## config.mk

```make
export PLATFORM = sky130hd
export DESIGN_NAME = bfec_cfg
export DESIGN_NICKNAME = d
export VERILOG_FILES = /design/src/design/bfec_pkg.sv /design/src/design/bfec_cfg.sv
export SDC_FILE = /design/constraint.sdc
export NUM_CORES = 1
export LEC_CHECK = 0
export BUFFER_PORTS_ARGS = -buffer_cell sky130_fd_sc_hd__buf_2
export CORE_MARGIN = 4
export CORE_UTILIZATION = 45
export DETAILED_ROUTE_END_ITERATION = 8
export PLACE_DENSITY = 0.86
export SLEW_MARGIN = 25
export SYNTH_ARGS = -nofsm -noshare
export SYNTH_HDL_FRONTEND = slang
export SYNTH_SLANG_ARGS = --single-unit
```

## constraint.sdc

```tcl
create_clock -name clk -period 1.02 [get_ports clk]
set_input_delay 0.102 -clock clk [delete_from_list [all_inputs] [get_ports clk]]
set_output_delay 0.102 -clock clk [all_outputs]
set_load 0.005 [all_outputs]
```

## src/design/bfec_pkg.sv

```systemverilog
// shared types, codes and constants of the brainfuck execution core
package bfec_pkg;

  localparam int PROG_DEPTH_DEF = 4096;
  localparam int TAPE_DEPTH_DEF = 1024;

  localparam int ACTION_W    = 2;
  localparam int ADDR_W      = 12;
  localparam int BYTE_W      = 8;
  localparam int PLEN_W      = 13;
  localparam int TSTART_W    = 10;
  localparam int STAT_W      = 2;
  localparam int CFG_IDX_W   = 1;
  localparam int IN_TDATA_W  = 32;
  localparam int OUT_TDATA_W = 16;

  // quotient of a load address by the smallest store depth fits in this many bits
  localparam int ADDR_RED_STEPS = 8;

  localparam logic [PLEN_W-1:0]   PROG_LEN_RST   = '0;
  localparam int                  TAPE_START_RST = 341;

  localparam logic [CFG_IDX_W-1:0] CFG_PROGRAM_LENGTH = 1'd0;
  localparam logic [CFG_IDX_W-1:0] CFG_TAPE_START     = 1'd1;

  localparam logic [ACTION_W-1:0] ACT_LOAD    = 2'd0;
  localparam logic [ACTION_W-1:0] ACT_STEP    = 2'd1;
  localparam logic [ACTION_W-1:0] ACT_RESTART = 2'd2;

  localparam logic [STAT_W-1:0] STAT_RUN         = 2'd0;
  localparam logic [STAT_W-1:0] STAT_DONE        = 2'd1;
  localparam logic [STAT_W-1:0] STAT_TAPE_ERR    = 2'd2;
  localparam logic [STAT_W-1:0] STAT_BRACKET_ERR = 2'd3;

  localparam logic [BYTE_W-1:0] OP_LEFT  = 8'h3C;
  localparam logic [BYTE_W-1:0] OP_RIGHT = 8'h3E;
  localparam logic [BYTE_W-1:0] OP_INC   = 8'h2B;
  localparam logic [BYTE_W-1:0] OP_DEC   = 8'h2D;
  localparam logic [BYTE_W-1:0] OP_OUT   = 8'h2E;
  localparam logic [BYTE_W-1:0] OP_IN    = 8'h2C;
  localparam logic [BYTE_W-1:0] OP_OPEN  = 8'h5B;
  localparam logic [BYTE_W-1:0] OP_CLOSE = 8'h5D;

  typedef enum logic [2:0] {
    ST_CLEAR,
    ST_IDLE,
    ST_EXEC,
    ST_SCAN_RD,
    ST_SCAN_CHK,
    ST_RESULT
  } state_t;

  typedef struct packed {
    logic [STAT_W-1:0] run_status;
    logic              took_input;
    logic [BYTE_W-1:0] out_byte;
    logic              out_valid;
  } res_t;

endpackage

```

## src/design/bfec_cfg.sv

```systemverilog
// configuration registers with saturated program length and start cell
module bfec_cfg #(
  parameter int PROG_DEPTH = bfec_pkg::PROG_DEPTH_DEF,
  parameter int TAPE_DEPTH = bfec_pkg::TAPE_DEPTH_DEF
) (
  input  logic                             clk,
  input  logic                             rst_n,
  input  logic                             cfg_valid,
  output logic                             cfg_ready,
  input  logic [bfec_pkg::CFG_IDX_W-1:0]   cfg_index,
  input  logic [bfec_pkg::PLEN_W-1:0]      cfg_data,
  output logic [$clog2(PROG_DEPTH+1)-1:0]  eff_len,
  output logic [$clog2(TAPE_DEPTH)-1:0]    start_cell
);

  localparam int PW  = $clog2(PROG_DEPTH + 1);
  localparam int TAW = $clog2(TAPE_DEPTH);
  localparam int LW  = (bfec_pkg::PLEN_W > PW) ? bfec_pkg::PLEN_W : PW;
  localparam int SW  = (bfec_pkg::TSTART_W > TAW) ? bfec_pkg::TSTART_W : TAW;

  logic [bfec_pkg::PLEN_W-1:0]   plen_r;
  logic [bfec_pkg::TSTART_W-1:0] tstart_r;

  assign cfg_ready = 1'b1;

  always_ff @(posedge clk) begin
    if (!rst_n) begin
      plen_r   <= bfec_pkg::PROG_LEN_RST;
      tstart_r <= bfec_pkg::TSTART_W'(bfec_pkg::TAPE_START_RST);
    end else if (cfg_valid) begin
      case (cfg_index)
        bfec_pkg::CFG_PROGRAM_LENGTH: plen_r   <= cfg_data;
        bfec_pkg::CFG_TAPE_START:     tstart_r <= cfg_data[bfec_pkg::TSTART_W-1:0];
        default: ;
      endcase
    end
  end

  always_comb begin
    if (LW'(plen_r) > LW'(PROG_DEPTH)) eff_len = PW'(PROG_DEPTH);
    else                               eff_len = PW'(plen_r);
  end

  always_comb begin
    if (SW'(tstart_r) >= SW'(TAPE_DEPTH - 1)) start_cell = TAW'(TAPE_DEPTH - 1);
    else                                      start_cell = TAW'(tstart_r);
  end

endmodule

```

* Yosys cells after proc, flatten, opt, wreduce, memory -nomap -nowiden *
Cells that the tools add are included.

cells by class
  order comparisons = 2
  multiplexer cells = 2
  bitwise operators = 1
  reductions and logical operators = 2

operator list
  cell                                                   number
  13-bit greater-than comparator, second input constant  1
  13-bit 2-to-1 mux                                      1
  10-bit >= comparator, second input constant            1
  10-bit 2-to-1 mux                                      1
  2-bit AND reduction                                    2
  1-bit inverter                                         1

storage, ports and cells
  flip-flop bits (word level) = 23
  bits of input ports = 17

* Longest topological paths before layout *
  depth after elaboration = 2
  mapped depth = 4
  mapped depth without buffers = 2

* Worst setup path after synthesis *
OpenSTA, ideal clock, no wires.

  path type = register -> register
  from = register, netlist name plen_r[12]
  to = register plen_r[12] (netlist name)
  setup time = 0.072 ns
  data arrival time = 0.803 ns
  required time = 0.948 ns
  setup slack = 0.145 ns
  stages on the path, launching flop included = 4
  buffers on the path = 1
  clock period less this slack = 0.875 ns
  cells stage by stage = dfxtp_1 > clkbuf_1 > nand2_1 > mux2i_1

RTL lines
  what                  line            text
  to (signal assigned)  bfec_cfg.sv:28  plen_r <= bfec_pkg::PROG_LEN_RST;
  to (signal assigned)  bfec_cfg.sv:32  bfec_pkg::CFG_PROGRAM_LENGTH: plen_r <= cfg_data;
  to (decl)             bfec_cfg.sv:21  logic [bfec_pkg::PLEN_W-1:0] plen_r;

* Final worst setup path *
  from = register plen_r[12] (netlist name)
  to = output port eff_len[4]

between the ends
  cells in the longest elaborated chain, start to end = 2

RTL lines
  what                            line            text
  13-bit greater-than comparator  bfec_cfg.sv:40  if (LW'(plen_r) > LW'(PROG_DEPTH)) eff_len = PW'(PROG_DEPTH);
  13-bit 2-to-1 mux               bfec_cfg.sv:40
  to (decl)                       bfec_cfg.sv:12  output logic [$clog2(PROG_DEPTH+1)-1:0] eff_len,

Every way passes these cells.

==> impl_metrics.json <==
{
  "outcome": "finished with violations",
  "violations": "negative setup slack",
  "p_sw_frac": 0.246,
  "cts_root_buffer": "clkbuf_4",
  "viasPerCell": 4.61,
  "antenna_found_initial": 0,
  "p_sw_w": 0.000404,
  "final_nets": 168,
  "critical-path-max-stage-delay_ns": 0.35,
  "finalCriticalPeriod_ns": 1.11,
  "slew_violations": 0,
  "worstPathMaxFanout": 6,
  "wl_per_cell_microns": 11.6,
  "wl_microns": 2060,
  "gp_congestion": 0.705,
  "final_antenna_net_count": 0,
  "crit_path_start": "plen_r[12]",
  "power_w": 0.00164,
  "ctsHtreeMaxLevel": 1,
  "grt_max_degree": 37,
  "dp_worst_setup_slack_ns": 0.135,
  "synth_area_sq_um": 1040,
  "tns_ns": -0.840,
  "synth_seq_area_share": 0.441,
  "drc": 0,
  "ir_worst_vdd_mv": 1.02,
  "p_leak_nw": 0.632,
  "finish.utilization": 0.574,
  "hold_viol": 0,
  "vias": 821,
  "nFillCells": 193,
  "die_x_microns": 56.2,
  "drive_gt1_frac": 0.333,
  "synth_top_area_cell": "dfxtp_1",
  "placement.io_buffers": 39,
  "critPathLaunchType": "flop",
  "cp_cell_sequence": "buf_6 -> nor2b_1 -> buf_2",
  "design_area_sq_um": 1270,
  "cap_viol_max_count": 0,
  "min_from": "cfg_data[10]",
  "power.internal_w": 0.00124,
  "die_y_microns": 56.2,
  "cts_buffers": 3,
  "synth.avg_cell_area_sq_um": 8.56,
  "worstSetupEndpointType": "primary output",
  "synth_seq_cells": 23,
  "synthToLayoutAreaGrowth_pct": 21.4,
  "fp.dieArea_sq_um": 3160,
  "clk_latency_ns": 0.30,
  "p_per_area_nw_per_um2": 1290,
  "cts_num_sinks": 23,
  "rsz0062_at_grt": "true",
  "drt_pass1_iterations": 5,
  "first_global_vias": 838,
  "placed_area_sq_um": 1220,
  "syn_inst": 122,
  "cp.required_ns": 0.92,
  "drt-initial-drc-count": 7,
  "num_rows": 17,
  "crit_type": "reg2out",
  "synth.area.top_cells": "dfxtp_1, mux2i_1, nand2_1",
  "r2r_start": "plen_r[12]",
  "grt_usage": 0.134,
  "period_share": 1.09,
  "initial_core_util": 0.472,
  "p_comb_frac": 0.161,
  "core-area_sq_um": 2210,
  "ios": 41,
  "pwr-share-seq": 0.591,
  "synth_top_cell_area_share": 0.441,
  "diodes": 0,
  "grt_pass1_wl_microns": 3440,
  "dp_hpwl_microns": 1560,
  "crit_arrival_ns": 1.00,
  "cts.clk_slew.worst_paths_ns": 0.11,
  "synth_cell_types": 15,
  "fmax_mhz": 903,
  "pwr-share-clk": 0.247,
  "syn-num-nets": 139,
  "overflow": 0,
  "clockBufferDepth": 2,
  "ys_warn_count": 0,
  "clock_skew_ns": 0,
  "cts_tree": "done",
  "postLayoutSetupSlackWorst_ns": -0.0870,
  "setup_violations": 12,
  "crit_slowest_cell": "dfxtp_2",
  "hold_path_class": "in2reg"
}
==> state kept, by name (all words and copies together) (netlist names) <==
register / flops
tstart_r: 10
plen_r: 13
==> path summary, 6_finish.rpt <==
| path | to | slack, ns | cells past startpoint |
|---|---|---|---|
| max | eff_len[4] | -0.09 | 3 |
| min | plen_r[10] | 0.03 | 3 |
| max reg2reg | plen_r[12] | 0.31 | 3 |
| min reg2reg | plen_r[10] | 0.46 | 2 |
==> repair_timing <==
| action | in CTS | in global routing |
|---|---|---|
| cloned | 0 | 0 |
| hold buffers | 0 | 0 |
| setup buffers | 0 | 0 |
| endpoints found under the setup margin | 13 | 13 |
| resized for setup | 3 | 2 |
==> final cells by class <==
class                      instances  area, sq um  share of cell area
clock buffer                       4         26.3              0.0207
multi-input combinational         74          455               0.359
timing repair buffer              44          272               0.214
inverter                           5         18.8              0.0148
sequential                        23          462               0.364
tap                               28         35.0              0.0276
==> per-stage QoR <==
| step | std cells | hold slack, ns |
|---|---|---|
| 6_report | 178 | 0.0312 |
| 3_5_place_dp | 174 | 0.362 |
| 5_1_grt | 178 | 0.0224 |
| 4_1_cts | 178 | 0.0333 |
| 2_1_floorplan | 122 | 0.244 |
| 3_3_place_gp | 174 | 0.360 |
==> cell usage after synthesis <==
| master | number |
|---|---|
| buf_4 | 3 |
| conb_1 | 1 |
| nand2_1 | 31 |
| mux2i_1 | 18 |
| buf_2 | 2 |
| nor2b_1 | 12 |
| buf_6 | 1 |
| o211ai_1 | 5 |
| and2_1 | 1 |
| inv_1 | 5 |
| dfxtp_1 | 23 |
| buf_12 | 1 |
| nand3_1 | 5 |
| nor2b_2 | 1 |
| clkbuf_1 | 13 |
==> cells in the final DEF, fill, tap and decap left out, drive strengths merged <==
cell    instances
buf            44
dfxtp          23
nand3           5
conb            1
nand2          31
o211ai          5
nor2b          13
mux2i          18
clkbuf          4
and2            1
inv             5
==> worst max-delay path, delay by kind of cell, from the launching register on <==
kind	cells	cell delay (ns)
buf+inv	2	0.25
flops	1	0.35
simple gates	1	0.11
==> cell families after synthesis <==
family,Yosys count,synth area share
compound gates,5,0.0359
other cells,1,0.00359
buf+inv,25,0.126
simple gates,50,0.222
mux,18,0.172
flops,23,0.441
==> layer usage <==
metal  GRT usage  wire length, microns  vias to the layer above
met5           0                     0                        -
met1       0.147                   863                      365
li1            -                     -                      429
met3      0.0302                   109                        5
met2       0.242                  1040                       22
met4      0.0610                    42                        0
==> power groups by stage <==
stage / combinational [W] / clock [W] / sequential (W)
global route: 0.000295 / 0.000462 / 0.000978
floorplan: 0.000168 / 0 / 0.000985
finish: 0.000265 / 0.000406 / 0.000971
CTS: 0.000264 / 0.000417 / 0.000972
detailed placement: 0.000260 / 0 / 0.000990
global placement: 0.000252 / 0 / 0.000987
Note: power is estimated with default switching activity, not from simulation.
